**config.mk**
```make
export PLATFORM = sky130hd
export DESIGN_NAME = frame_receiver_checksum_check_core_flat
export DESIGN_NICKNAME = d
export VERILOG_FILES = /design/src/rtl/frc_pkg.sv /design/src/rtl/frc_if.sv /design/src/rtl/frc_parser.sv /design/src/rtl/frc_out_buf.sv /design/src/rtl/frame_receiver_checksum_check_core.sv /design/src/flat_wrapper.sv
export VERILOG_INCLUDE_DIRS = /design/src /design/src/rtl
export SDC_FILE = /design/constraint.sdc
export NUM_CORES = 1
export LEC_CHECK = 0
export BUFFER_PORTS_ARGS = -buffer_cell sky130_fd_sc_hd__buf_2
export CAP_MARGIN = 20
export CORE_AREA = 2 2 113 115
export CTS_BUF_LIST = sky130_fd_sc_hd__clkbuf_2
export DETAILED_ROUTE_END_ITERATION = 8
export DIE_AREA = 0 0 115 117
export PLACE_DENSITY = 0.86
export SKIP_LAST_GASP = 1
export SLEW_MARGIN = 20
export SYNTH_ARGS = -nofsm -noshare
export SYNTH_HDL_FRONTEND = slang
export SYNTH_SLANG_ARGS = --single-unit
```
**constraint.sdc**
```tcl
create_clock -name clk -period 3.5 [get_ports clk]
set_input_delay 0.525 -clock clk [delete_from_list [all_inputs] [get_ports clk]]
set_output_delay 0.525 -clock clk [all_outputs]
set_load 0.03 [all_outputs]
```
**src/rtl/assert_macros.svh**
```systemverilog
// Assertion macros used by the top level of the frame receiver.
`ifndef ASSERT_MACROS_SVH
`define ASSERT_MACROS_SVH

// A check that holds on every clock edge outside reset.
`define ASSERT_ALWAYS(label, clk, rst, expr, msg) \
  label: assert property (@(posedge clk) disable iff (rst) (expr)) else $error(msg);

// A check whose consequent follows its trigger in the next cycle.
`define ASSERT_NEXT(label, clk, rst, trig, expr, msg) \
  label: assert property (@(posedge clk) disable iff (rst) (trig) |=> (expr)) \
    else $error(msg);

`endif

```
**src/rtl/frc_pkg.sv**
```systemverilog
// Package with the shared types and constants of the frame receiver.
`timescale 1ns / 1ps

package frc_pkg;

  // Fixed frame markers and the reset value of the second head byte.
  localparam logic [7:0] HeadFirst = 8'hFA;
  localparam logic [7:0] TailByte  = 8'hFC;
  localparam logic [7:0] HeadReset = 8'h5A;

  // Frame verdict codes.
  localparam logic [1:0] StatusNone = 2'd0;
  localparam logic [1:0] StatusGood = 2'd1;
  localparam logic [1:0] StatusBad  = 2'd2;

  // One result beat.
  typedef struct packed {
    logic       payload_valid;
    logic [7:0] payload_byte;
    logic [7:0] payload_index;
    logic [1:0] frame_status;
    logic [7:0] frame_cmd;
    logic [7:0] frame_len;
  } frc_result_t;

endpackage

```
**src/rtl/frc_if.sv**
```systemverilog
// Handshake interfaces for the received-byte and result channels.
`timescale 1ns / 1ps

interface frc_rx_if;
  logic       valid;
  logic       ready;
  logic [7:0] rx_byte;

  modport source (output valid, output rx_byte, input ready);
  modport sink (input valid, input rx_byte, output ready);
endinterface

interface frc_res_if;
  logic       valid;
  logic       ready;
  logic       payload_valid;
  logic [7:0] payload_byte;
  logic [7:0] payload_index;
  logic [1:0] frame_status;
  logic [7:0] frame_cmd;
  logic [7:0] frame_len;

  modport source (
    output valid, output payload_valid, output payload_byte, output payload_index,
    output frame_status, output frame_cmd, output frame_len, input ready
  );
  modport sink (
    input valid, input payload_valid, input payload_byte, input payload_index,
    input frame_status, input frame_cmd, input frame_len, output ready
  );
endinterface

```
**src/rtl/frc_parser.sv**
```systemverilog
// Frame parser: phase register, length, count and checksum state, and result logic.
`timescale 1ns / 1ps

module frc_parser #(
  parameter int MAX_FRAME_BYTES = 256
) (
  input  logic               clk,
  input  logic               rst,
  input  logic               cfg_wr_en,
  input  logic [7:0]         cfg_wr_data,
  input  logic               accept,
  input  logic [7:0]         rx_byte,
  output frc_pkg::frc_result_t result
);
  import frc_pkg::*;

  localparam int OverheadBytes = 8;
  localparam int CountWidth    = $clog2(MAX_FRAME_BYTES);
  localparam logic [15:0] MaxPayload = 16'(MAX_FRAME_BYTES - OverheadBytes);

  typedef enum logic [3:0] {
    PH_HEAD1  = 4'd0,
    PH_HEAD2  = 4'd1,
    PH_LEN_LO = 4'd2,
    PH_LEN_HI = 4'd3,
    PH_CMD    = 4'd4,
    PH_DATA   = 4'd5,
    PH_SUM_LO = 4'd6,
    PH_SUM_HI = 4'd7,
    PH_TAIL   = 4'd8
  } phase_t;

  phase_t                phase, phase_next;
  logic [7:0]            head_byte;
  logic [15:0]           frame_length, frame_length_next;
  logic [CountWidth-1:0] byte_count, byte_count_next;
  logic [CountWidth-1:0] count_inc;
  logic [15:0]           count_ext;
  logic [7:0]            command_reg, command_reg_next;
  logic [15:0]           running_sum, running_sum_next;
  logic [15:0]           received_sum, received_sum_next;
  logic [15:0]           sum_add;
  logic [15:0]           length_hi;

  assign sum_add   = running_sum + 16'(rx_byte);
  assign count_inc = byte_count + CountWidth'(1);
  assign count_ext = 16'(byte_count);
  assign length_hi = {rx_byte, frame_length[7:0]};

  // Next state and the result of the current byte.
  always_comb begin
    phase_next        = phase;
    frame_length_next = frame_length;
    byte_count_next   = byte_count;
    command_reg_next  = command_reg;
    running_sum_next  = running_sum;
    received_sum_next = received_sum;
    result            = '0;
    unique case (phase)
      PH_HEAD2: begin
        if (rx_byte == head_byte) begin
          running_sum_next = sum_add;
          phase_next       = PH_LEN_LO;
        end else if (rx_byte != HeadFirst) begin
          phase_next = PH_HEAD1;
        end
      end
      PH_LEN_LO: begin
        frame_length_next = 16'(rx_byte);
        running_sum_next  = sum_add;
        phase_next        = PH_LEN_HI;
      end
      PH_LEN_HI: begin
        frame_length_next = length_hi;
        running_sum_next  = sum_add;
        phase_next        = (length_hi > MaxPayload) ? PH_HEAD1 : PH_CMD;
      end
      PH_CMD: begin
        command_reg_next = rx_byte;
        running_sum_next = sum_add;
        byte_count_next  = '0;
        phase_next       = (frame_length != 16'd0) ? PH_DATA : PH_SUM_LO;
      end
      PH_DATA: begin
        result.payload_valid = 1'b1;
        result.payload_byte  = rx_byte;
        result.payload_index = count_ext[7:0];
        running_sum_next     = sum_add;
        byte_count_next      = count_inc;
        if (16'(count_inc) >= frame_length) begin
          phase_next = PH_SUM_LO;
        end
      end
      PH_SUM_LO: begin
        received_sum_next = 16'(rx_byte);
        phase_next        = PH_SUM_HI;
      end
      PH_SUM_HI: begin
        received_sum_next = {rx_byte, received_sum[7:0]};
        phase_next        = PH_TAIL;
      end
      PH_TAIL: begin
        if (rx_byte == TailByte) begin
          result.frame_status = (received_sum == running_sum) ? StatusGood : StatusBad;
          result.frame_cmd    = command_reg;
          result.frame_len    = frame_length[7:0];
          phase_next          = PH_HEAD1;
        end else if (rx_byte == HeadFirst) begin
          running_sum_next = 16'(HeadFirst);
          phase_next       = PH_HEAD2;
        end else begin
          phase_next = PH_HEAD1;
        end
      end
      default: begin
        // Hunting for the first head byte; unused codes behave the same.
        if (rx_byte == HeadFirst) begin
          running_sum_next = 16'(HeadFirst);
          phase_next       = PH_HEAD2;
        end else begin
          phase_next = PH_HEAD1;
        end
      end
    endcase
  end

  // Parse state registers advance only on an accepted beat; the head byte loads on cfg_wr_en.
  always_ff @(posedge clk) begin
    if (rst) begin
      phase        <= PH_HEAD1;
      head_byte    <= HeadReset;
      frame_length <= '0;
      byte_count   <= '0;
      command_reg  <= '0;
      running_sum  <= '0;
      received_sum <= '0;
    end else begin
      if (cfg_wr_en) begin
        head_byte <= cfg_wr_data;
      end
      if (accept) begin
        phase        <= phase_next;
        frame_length <= frame_length_next;
        byte_count   <= byte_count_next;
        command_reg  <= command_reg_next;
        running_sum  <= running_sum_next;
        received_sum <= received_sum_next;
      end
    end
  end

endmodule

```
**src/rtl/frc_out_buf.sv**
```systemverilog
// Result register with a skid stage, so that a stalled receiver costs no input beat.
`timescale 1ns / 1ps

module frc_out_buf (
  input  logic                 clk,
  input  logic                 rst,
  input  logic                 push,
  input  frc_pkg::frc_result_t push_data,
  output logic                 push_ready,
  output logic                 out_valid,
  input  logic                 out_ready,
  output frc_pkg::frc_result_t out_data
);
  import frc_pkg::*;

  logic        main_valid;
  frc_result_t main_data;
  logic        skid_valid;
  frc_result_t skid_data;

  assign push_ready = !skid_valid;
  assign out_valid  = main_valid;
  assign out_data   = main_data;

  // Control: the skid stage fills only while the result register is held.
  always_ff @(posedge clk) begin
    if (rst) begin
      main_valid <= 1'b0;
      skid_valid <= 1'b0;
    end else if (out_ready || !main_valid) begin
      if (skid_valid) begin
        main_valid <= 1'b1;
        skid_valid <= 1'b0;
      end else begin
        main_valid <= push;
      end
    end else if (push) begin
      skid_valid <= 1'b1;
    end
  end

  // Payload: no reset needed.
  always_ff @(posedge clk) begin
    if (out_ready || !main_valid) begin
      main_data <= skid_valid ? skid_data : push_data;
    end else if (push) begin
      skid_data <= push_data;
    end
  end

endmodule

```
**src/rtl/frame_receiver_checksum_check_core.sv**
```systemverilog
// Top level of the serial frame receiver with additive checksum check.
`timescale 1ns / 1ps
// Usage
// The rx channel takes one received byte per beat. The result channel gives
// exactly one beat for every byte taken: the payload byte and its index when
// the byte lay in a frame's payload, or the verdict, command and length on a
// frame's tail byte, and all zero otherwise.
// The expected second head byte is written through cfg_wr_en and cfg_wr_data
// while the block is idle; reset sets it to 0x5A.
// Throughput is one byte per cycle while the receiver takes results, set by
// the phase register and the single result register that follows the parse
// logic. When the receiver stalls, one more byte is caught in the skid stage,
// and rx.ready then falls until the result register drains.
// Reset (synchronous, active high) returns the parser to hunting for 0xFA,
// clears the checksum state and empties both output stages.
module frame_receiver_checksum_check_core #(
  parameter int MAX_FRAME_BYTES = 256
) (
  input  logic       clk,
  input  logic       rst,
  input  logic       cfg_wr_en,
  input  logic [7:0] cfg_wr_data,
  frc_rx_if.sink     rx,
  frc_res_if.source  result
);
  import frc_pkg::*;

  logic        rx_accept;
  frc_result_t parse_result;
  frc_result_t out_data;

  assign rx_accept = rx.valid && rx.ready;

  // Parser state and per-byte result.
  frc_parser #(
    .MAX_FRAME_BYTES(MAX_FRAME_BYTES)
  ) u_parser (
    .clk        (clk),
    .rst        (rst),
    .cfg_wr_en  (cfg_wr_en),
    .cfg_wr_data(cfg_wr_data),
    .accept     (rx_accept),
    .rx_byte    (rx.rx_byte),
    .result     (parse_result)
  );

  // Result register and skid stage.
  frc_out_buf u_out_buf (
    .clk       (clk),
    .rst       (rst),
    .push      (rx_accept),
    .push_data (parse_result),
    .push_ready(rx.ready),
    .out_valid (result.valid),
    .out_ready (result.ready),
    .out_data  (out_data)
  );

  // Result fields onto the channel.
  assign result.payload_valid = out_data.payload_valid;
  assign result.payload_byte  = out_data.payload_byte;
  assign result.payload_index = out_data.payload_index;
  assign result.frame_status  = out_data.frame_status;
  assign result.frame_cmd     = out_data.frame_cmd;
  assign result.frame_len     = out_data.frame_len;

  `include "assert_macros.svh"

  // Back-pressure on rx only arises while a result waits.
  `ASSERT_ALWAYS(a_ready_implies_pending, clk, rst, rx.ready || result.valid, "rx stalled with empty output")
  // After every accepted byte, a result beat is valid in the next cycle.
  `ASSERT_NEXT(a_accept_gives_result, clk, rst, rx.valid && rx.ready, result.valid, "accepted byte produced no result")
  // A payload beat never carries a verdict.
  `ASSERT_ALWAYS(a_payload_no_verdict, clk, rst, !(result.valid && result.payload_valid && result.frame_status != StatusNone), "payload beat with verdict")
  // Verdict fields are zero without a verdict.
  `ASSERT_ALWAYS(a_no_verdict_zero, clk, rst, !(result.valid && result.frame_status == StatusNone && (result.frame_cmd != 8'd0 || result.frame_len != 8'd0)), "stray verdict fields")

endmodule

```
**src/flat_wrapper.sv**
```systemverilog
// flat-port wrapper written by rule: the top's interface ports become plain ports
module frame_receiver_checksum_check_core_flat import frc_pkg::*;
#(
  parameter int MAX_FRAME_BYTES = 256
)
  (clk, rst, cfg_wr_en, cfg_wr_data, rx_valid, rx_rx_byte, rx_ready, result_valid, result_payload_valid, result_payload_byte, result_payload_index, result_frame_status, result_frame_cmd, result_frame_len, result_ready);
  frc_rx_if rx_i ();
  frc_res_if result_i ();
  input  logic clk;
  input  logic rst;
  input  logic cfg_wr_en;
  input  logic [7:0] cfg_wr_data;
  input wire logic [$bits(rx_i.valid)-1:0] rx_valid;
  input wire logic [$bits(rx_i.rx_byte)-1:0] rx_rx_byte;
  output wire logic [$bits(rx_i.ready)-1:0] rx_ready;
  output wire logic [$bits(result_i.valid)-1:0] result_valid;
  output wire logic [$bits(result_i.payload_valid)-1:0] result_payload_valid;
  output wire logic [$bits(result_i.payload_byte)-1:0] result_payload_byte;
  output wire logic [$bits(result_i.payload_index)-1:0] result_payload_index;
  output wire logic [$bits(result_i.frame_status)-1:0] result_frame_status;
  output wire logic [$bits(result_i.frame_cmd)-1:0] result_frame_cmd;
  output wire logic [$bits(result_i.frame_len)-1:0] result_frame_len;
  input wire logic [$bits(result_i.ready)-1:0] result_ready;
  assign rx_i.valid = rx_valid;
  assign rx_i.rx_byte = rx_rx_byte;
  assign rx_ready = rx_i.ready;
  assign result_valid = result_i.valid;
  assign result_payload_valid = result_i.payload_valid;
  assign result_payload_byte = result_i.payload_byte;
  assign result_payload_index = result_i.payload_index;
  assign result_frame_status = result_i.frame_status;
  assign result_frame_cmd = result_i.frame_cmd;
  assign result_frame_len = result_i.frame_len;
  assign result_i.ready = result_ready;
  frame_receiver_checksum_check_core #(.MAX_FRAME_BYTES(MAX_FRAME_BYTES)) u_core (.clk(clk), .rst(rst), .cfg_wr_en(cfg_wr_en), .cfg_wr_data(cfg_wr_data), .rx(rx_i), .result(result_i));
endmodule
```
# [Word level (Yosys, flattened, before mapping)]
# Cells that the tools add are included.
[totals] reg_bits=148 latchBits=0 mem_bits_rw=0 romBits=0 inputBits=21 output_inout_bits=37 wordCells=89 memories=0
[classes] addsub=2 multipliers=0 n_div=0 n_lt_le_gt_ge=2 eq_ne=17 shifts=0 n_mux=21 bitwise_logic=4 reduce_logical=20
[op_table] op="16-bit one-hot mux with 2 select lines" n=2
[op_table] op="16-bit one-hot mux with 4 select lines" n=1
[op_table] op="16-bit two-way mux" n=3
[op_table] op="18-bit two-way mux" n=2
[op_table] op="35-bit two-way mux" n=1
[op_table] op="4-bit one-hot mux with 8 select lines" n=1
[op_table] op="17-bit two-way mux" n=1
[op_table] op="16-bit by 8-bit adder with 16-bit output" n=1
[op_table] op="16-bit == test" n=1
[op_table] op="4-bit by 3-bit == test with 1-bit output, second input constant" n=4
[op_table] op="8-bit == test, second input constant" n=2
[op_table] op="8-bit by 16-bit greater-or-equal comparator with 1-bit output" n=1
[op_table] op="16-bit by 8-bit > comparator with 1-bit output, second input constant" n=1
[op_table] op="8-bit one-hot mux with 2 select lines" n=1
[op_table] op="16-bit nonzero test" n=1
[op_table] op="4-bit two-way mux" n=3
[op_table] op="2-bit AND reduction" n=5
[op_table] op="3-bit AND reduction" n=3
[op_table] op="8-bit by 1-bit adder with 8-bit output, second input constant" n=1
[op_table] op="4-bit by 2-bit == test with 1-bit output, second input constant" n=2
[op_table] op="8-bit == test" n=1
[op_table] op="8-bit inequality test, second input constant" n=1
[op_table] op="2-bit inequality test, second input constant" n=3
[op_table] op="2-bit nonzero test" n=3
[op_table] op="13 further kinds" n=21

# [Longest topological paths before layout]
[depth] word_depth=5 depth_mapped=10 mapped_depth_nobuf=10

# [Cells and area by module]
# From an unflattened synthesis, not the netlist that was laid out.
[hier_totals] cells_unflattened=636 area_unflattened_um2=7058.0
[modules_own_cells] module="frc_parser" n_inst=1 cells_each=517 area_per_inst_um2=4307.9 seq_area_each_um2=1521.5
[modules_own_cells] module="frc_out_buf" n_inst=1 cells_each=118 area_per_inst_um2=2743.9 seq_area_each_um2=2142.1
[modules_own_cells] module="frame_receiver_checksum_check_core" n_inst=1 cells_each=1 area_per_inst_um2=6.3 seq_area_each_um2=0.0

# [Worst setup path after synthesis]
# OpenSTA, ideal clock, no wires.
[synth_timing] path_type="input port to flip-flop" from="input result_ready" to="register u_core.u_out_buf.skid_data[0] (netlist name) (enable)" setup_time_ps=427 arrival_time_ps=3038 required_ps=3073 slack_ps=34 stages=2 path_buffers=0 path_cell_list="nand2b_1 > nor2_1"
[synth_via] elab_chain_len=3
[synth_rtl] item="start, declared" line_no="flat_wrapper.sv:23" text="input wire logic [$bits(result_i.ready)-1:0] result_ready;"
[synth_rtl] item="1-bit logical OR" line_no="frc_out_buf.sv:44" text="if (out_ready || !main_valid) begin"
[synth_rtl] item="1-bit NOT (no source line)"
[synth_rtl] item="2-bit AND reduction (no source line)"
[synth_rtl] item="end signal, assigned" line_no="frc_out_buf.sv:47" text="skid_data <= push_data;"
[synth_rtl] item="end, declared" line_no="frc_out_buf.sv:19" text="frc_result_t skid_data;"
# Every way passes these cells.
# A chain may end at the register's enable or synchronous reset.

# [Worst setup path in the final report]
[layout_timing] from="register u_core.u_parser.byte_count[0]" to="register u_core.u_parser.phase[3]"
[layout_via] elab_chain_len=4
[layout_rtl] item="start, declared" line_no="frc_parser.sv:36" text="logic [CountWidth-1:0] byte_count, byte_count_next;"
[layout_rtl] item="start signal, assigned" line_no="frc_parser.sv:144" text="byte_count <= byte_count_next;"
[layout_rtl] item="8-bit by 1-bit adder with 8-bit output" line_no="frc_parser.sv:46" text="assign count_inc = byte_count + CountWidth'(1);"
[layout_rtl] item="8-bit by 16-bit greater-or-equal comparator with 1-bit output" line_no="frc_parser.sv:90" text="if (16'(count_inc) >= frame_length) begin"
[layout_rtl] item="2-bit inequality test (no source line)"
[layout_rtl] item="3-bit AND reduction (no source line)"
[layout_rtl] item="end signal, assigned" line_no="frc_parser.sv:142" text="phase <= phase_next;"
[layout_rtl] item="end, declared" line_no="frc_parser.sv:33" text="phase_t phase, phase_next;"
# Every way passes these cells.

==> metrics.txt <==
# TYPE chip_impl_metric gauge
chip_impl_info{name="status",value="finished, final reports clean"} 1
chip_impl_metric{name="max-vdd-ir-drop",unit="V"} 0.0002122
chip_impl_metric{name="h-tree-depth",unit=""} 4
chip_impl_metric{name="pin_count_of_the_biggest_net_entering_global_routing",unit=""} 63
chip_impl_metric{name="clk_latency",unit="ps"} 740
chip_impl_metric{name="timing.final.crit_share",unit=""} 0.8481
chip_impl_metric{name="worst_ep_required_time",unit="ps"} 4170
chip_impl_metric{name="die_w",unit="um"} 115
chip_impl_metric{name="internal-power",unit="mW"} 2.183
chip_impl_metric{name="synth-async-reset-ratio",unit=""} 0
chip_impl_metric{name="critical_path.max_fanout",unit=""} 6
chip_impl_metric{name="cts-buffers-inserted",unit=""} 17
chip_impl_info{name="synth_top_area_cell",value="sky130_fd_sc_hd__edfxtp_1"} 1
chip_impl_metric{name="core_area",unit="mm2"} 0.01231
chip_impl_metric{name="grt_pass1_vias",unit=""} 4888
chip_impl_metric{name="period_needed",unit="ps"} 2968
chip_impl_metric{name="placedCellCount",unit=""} 806
chip_impl_metric{name="drv_cap",unit=""} 0
chip_impl_metric{name="num-nets-final",unit=""} 721
chip_impl_metric{name="fin_worst_skew",unit="ps"} 22.20
chip_impl_metric{name="number_of_i_o_pins",unit=""} 58
chip_impl_metric{name="final_area",unit="mm2"} 0.007442
chip_impl_metric{name="clock_tree.buffer_depth",unit=""} 2
chip_impl_metric{name="cts.hold.buffers_added",unit=""} 7
chip_impl_metric{name="io_buffers",unit=""} 57
chip_impl_metric{name="dpl.hpwl",unit="mm"} 9.989
chip_impl_info{name="cp-start-kind",value="register"} 1
chip_impl_metric{name="switching_power",unit="mW"} 0.8160
chip_impl_metric{name="synth_enable_flop_cells",unit=""} 70
chip_impl_metric{name="routed_via_density",unit=""} 5.915
chip_impl_metric{name="worstPathArrival",unit="ps"} 3640
chip_impl_metric{name="area_growth_syn_to_layout",unit="%"} 10.29
chip_impl_metric{name="detail_route.iter0.violations",unit=""} 495
chip_impl_info{name="worst_setup_path_end_kind",value="register"} 1
chip_impl_metric{name="synth.ff_latch_count",unit=""} 148
chip_impl_metric{name="netlist_area",unit="mm2"} 0.006748
chip_impl_metric{name="antenna_found_initial",unit=""} 0
chip_impl_metric{name="power.static_leakage",unit="nW"} 2.804
chip_impl_metric{name="timing.hold.ws",unit="ps"} 49.85
chip_impl_metric{name="synth_area_per_cell",unit="um2"} 10.81
chip_impl_metric{name="timing_worst_slew_pin_value",unit="ps"} 1103
chip_impl_metric{name="postSynthNetCount",unit=""} 663
chip_impl_info{name="post_synth_main_area_contributors",value="sky130_fd_sc_hd__edfxtp_1, sky130_fd_sc_hd__dfxtp_1, sky130_fd_sc_hd__mux2_2"} 1
chip_impl_info{name="worstSetupPathType",value="register to register"} 1
chip_impl_metric{name="switching_share",unit=""} 0.2721
chip_impl_metric{name="globalRoute.totalOverflow",unit=""} 0
chip_impl_metric{name="cts.clk_slew.worst_paths",unit="ps"} 210
chip_impl_metric{name="drc_viols",unit=""} 0
chip_impl_metric{name="post_cts.resized_instances",unit=""} 0
chip_impl_info{name="cts_tree",value="yes"} 1
chip_impl_metric{name="drt_first_pass_iters",unit=""} 5
chip_impl_metric{name="clock_power_share",unit=""} 0.297
chip_impl_metric{name="die_area",unit="mm2"} 0.01346
chip_impl_metric{name="synth_sequential_area_ratio",unit=""} 0.5429
chip_impl_metric{name="post-cts-setup-buffers",unit=""} 0
chip_impl_metric{name="final_layout_size_suffix_gt1_frac",unit=""} 0.1928
chip_impl_metric{name="start_util",unit=""} 0.5481
chip_impl_metric{name="seqPwrFrac",unit=""} 0.622
chip_impl_metric{name="detail-route-antenna-nets",unit=""} 0
chip_impl_metric{name="route.detailed.wl_per_inst",unit="um"} 16.90
chip_impl_metric{name="stdcell_count",unit=""} 845
chip_impl_metric{name="power.density_cell_area",unit="mW/mm2"} 403.0
chip_impl_metric{name="pwr-share-comb",unit=""} 0.081
chip_impl_info{name="grt_setup_unrepaired",value="no"} 1
chip_impl_info{name="synth_top_flop_cell",value="sky130_fd_sc_hd__dfxtp_1"} 1
chip_impl_metric{name="clkSinkCount",unit=""} 148
chip_impl_metric{name="synth_warnings",unit=""} 0
chip_impl_metric{name="grt_first_pass_wirelength",unit="mm"} 23.58
chip_impl_metric{name="routed_wl",unit="mm"} 14.28
chip_impl_metric{name="setup_total_negative_slack",unit="ps"} 0
chip_impl_metric{name="count_of_vias_placed_by_the_detailed_router",unit=""} 4998
chip_impl_metric{name="yosysUniqueCellTypes",unit=""} 48
chip_impl_metric{name="dpl-instance-area",unit="mm2"} 0.007154
chip_impl_metric{name="hold_viol",unit=""} 0
chip_impl_metric{name="finalSetupViolations",unit=""} 0
chip_impl_metric{name="yosys.area.top_type_share",unit=""} 0.3115
chip_impl_metric{name="floorplan.die.height",unit="um"} 117
chip_impl_metric{name="antenna_cells",unit=""} 0
chip_impl_info{name="root_buffer_cell",value="sky130_fd_sc_hd__clkbuf_2"} 1
chip_impl_metric{name="routabilityCongestion",unit=""} 0.9011
chip_impl_metric{name="globalRouteTotalUtil",unit=""} 0.2264
chip_impl_metric{name="maxSlewHeadroom",unit=""} 0.2634
chip_impl_metric{name="cells_after_synth",unit=""} 624
chip_impl_info{name="timing.hold.worst.class",value="primary input to register"} 1
chip_impl_metric{name="row_count",unit=""} 41
chip_impl_metric{name="fmaxAchievable",unit="GHz"} 0.3369
chip_impl_metric{name="maxSlewViolCount",unit=""} 0
[stage by stage]
| step | power, mW | worst slack [ps] | utilization |
|---|---|---|---|
| finish | 2.999 | 531.7 | 0.6045 |
| CTS | 3.018 | 547.9 | 0.6045 |
| floorplan | 2.068 | 34.28 | - |
| global placement | 2.129 | 712.3 | 0.5811 |
| global route | 3.113 | 356.2 | 0.6045 |
| detailed placement | 2.139 | 607.7 | 0.5811 |
[Yosys cell counts (4+ instances only)]
library cell and n:
sky130_fd_sc_hd__dfxtp_1 78, sky130_fd_sc_hd__buf_1 4, sky130_fd_sc_hd__mux2i_1 20, sky130_fd_sc_hd__buf_2 4
sky130_fd_sc_hd__ha_1 17, sky130_fd_sc_hd__a21oi_1 32, sky130_fd_sc_hd__nand3_1 10, sky130_fd_sc_hd__a311oi_1 6
sky130_fd_sc_hd__or4_1 4, sky130_fd_sc_hd__nor2_1 72, sky130_fd_sc_hd__and3_1 5, sky130_fd_sc_hd__nand2b_1 9
sky130_fd_sc_hd__o21ai_0 27, sky130_fd_sc_hd__nor3_1 18, sky130_fd_sc_hd__a211o_1 5, sky130_fd_sc_hd__edfxtp_1 70
sky130_fd_sc_hd__o31ai_1 4, sky130_fd_sc_hd__nand2_1 23, sky130_fd_sc_hd__nor2b_1 8, sky130_fd_sc_hd__mux2_2 34
sky130_fd_sc_hd__a22oi_1 19, sky130_fd_sc_hd__inv_1 16, sky130_fd_sc_hd__xor2_1 6, sky130_fd_sc_hd__nor4_1 7
sky130_fd_sc_hd__and2_1 26, sky130_fd_sc_hd__clkbuf_1 22, sky130_fd_sc_hd__or3_1 7, sky130_fd_sc_hd__nand4_1 14
sky130_fd_sc_hd__xnor2_1 31
[path summary, 6_finish.rpt]
kind	start	end	slack [ps]	depth (start not counted)
hold / removal	cfg_wr_data[5]	u_core.u_parser.head_byte[5]	50	3
setup / recovery	u_core.u_parser.byte_count[0]	u_core.u_parser.phase[3]	530	10
setup reg to reg	u_core.u_parser.byte_count[0]	u_core.u_parser.phase[3]	530	10
hold reg to reg	u_core.u_parser.command_reg[3]	u_core.u_parser.command_reg[3]	490	2
[worst max-delay path: stages (launching register included)]
cell	delay, ps
sky130_fd_sc_hd__dfxtp_1	460
sky130_fd_sc_hd__and3_1	250
sky130_fd_sc_hd__and3_1	250
sky130_fd_sc_hd__nand3_1	120
sky130_fd_sc_hd__xnor2_1	170
sky130_fd_sc_hd__ha_1	310
sky130_fd_sc_hd__nand4_1	100
sky130_fd_sc_hd__o311ai_0	340
sky130_fd_sc_hd__o21ai_0	240
sky130_fd_sc_hd__or4_1	530
sky130_fd_sc_hd__a21oi_1	150
[area by class of cell]
cell class,instances,area (um2)
multi-input cells,427,2889
repair buffers,71,420.4
clock inverters,15,132.6
inverters,17,63.81
flip-flops and latches,148,3664
well taps,150,187.7
fillers,993,4870
clock buffers,17,85.08
[power by group through the flow]
stage | Sequential (mW) | Clock, mW | Combinational, mW
2_1_floorplan | 1.95 | 0 | 0.120
3_3_place_gp | 1.90 | 0 | 0.228
3_5_place_dp | 1.90 | 0 | 0.235
4_1_cts | 1.87 | 0.908 | 0.242
5_1_grt | 1.87 | 0.979 | 0.262
6_report | 1.87 | 0.890 | 0.242
[kinds of logic (layout without fill, tap and decap cells)]
group	after synthesis	after routing	share of synthesized area
XOR/XNOR	37	37	0.04803
buffers and inverters	49	120	0.02967
adder cells (fa/ha/maj)	18	18	0.03449
AND/OR/NAND/NOR	211	211	0.1587
multiplexers	54	54	0.08641
flip-flops	148	148	0.5429
AO/OA/AOI/OAI	107	107	0.09976
[metal layers]
metal | share of wire | global-route usage | wire, um | up-vias
met5 | 0 | 0 | 0 | -
met4 | 0.030 | 0.1108 | 429 | 0
met3 | 0.067 | 0.05046 | 959 | 37
met2 | 0.47 | 0.3671 | 6692 | 225
met1 | 0.43 | 0.2897 | 6197 | 2362
li1 | - | - | - | 2374
[placed cells by master (no fill, tap or decap), types with 10 or more instances in the layout]
master,Yosys,routed
sky130_fd_sc_hd__a21oi_1,32,32
sky130_fd_sc_hd__a22oi_1,19,19
sky130_fd_sc_hd__and2_1,26,26
sky130_fd_sc_hd__buf_2,4,57
sky130_fd_sc_hd__clkbuf_2,0,17
sky130_fd_sc_hd__dfxtp_1,78,78
sky130_fd_sc_hd__edfxtp_1,70,70
sky130_fd_sc_hd__ha_1,17,17
sky130_fd_sc_hd__inv_1,16,16
sky130_fd_sc_hd__mux2_2,34,34
sky130_fd_sc_hd__mux2i_1,20,20
sky130_fd_sc_hd__nand2_1,23,23
sky130_fd_sc_hd__nand3_1,10,10
sky130_fd_sc_hd__nand4_1,14,14
sky130_fd_sc_hd__nor2_1,72,71
sky130_fd_sc_hd__nor3_1,18,18
sky130_fd_sc_hd__o21ai_0,27,27
sky130_fd_sc_hd__xnor2_1,31,31
(Power assumes the default switching activity.)
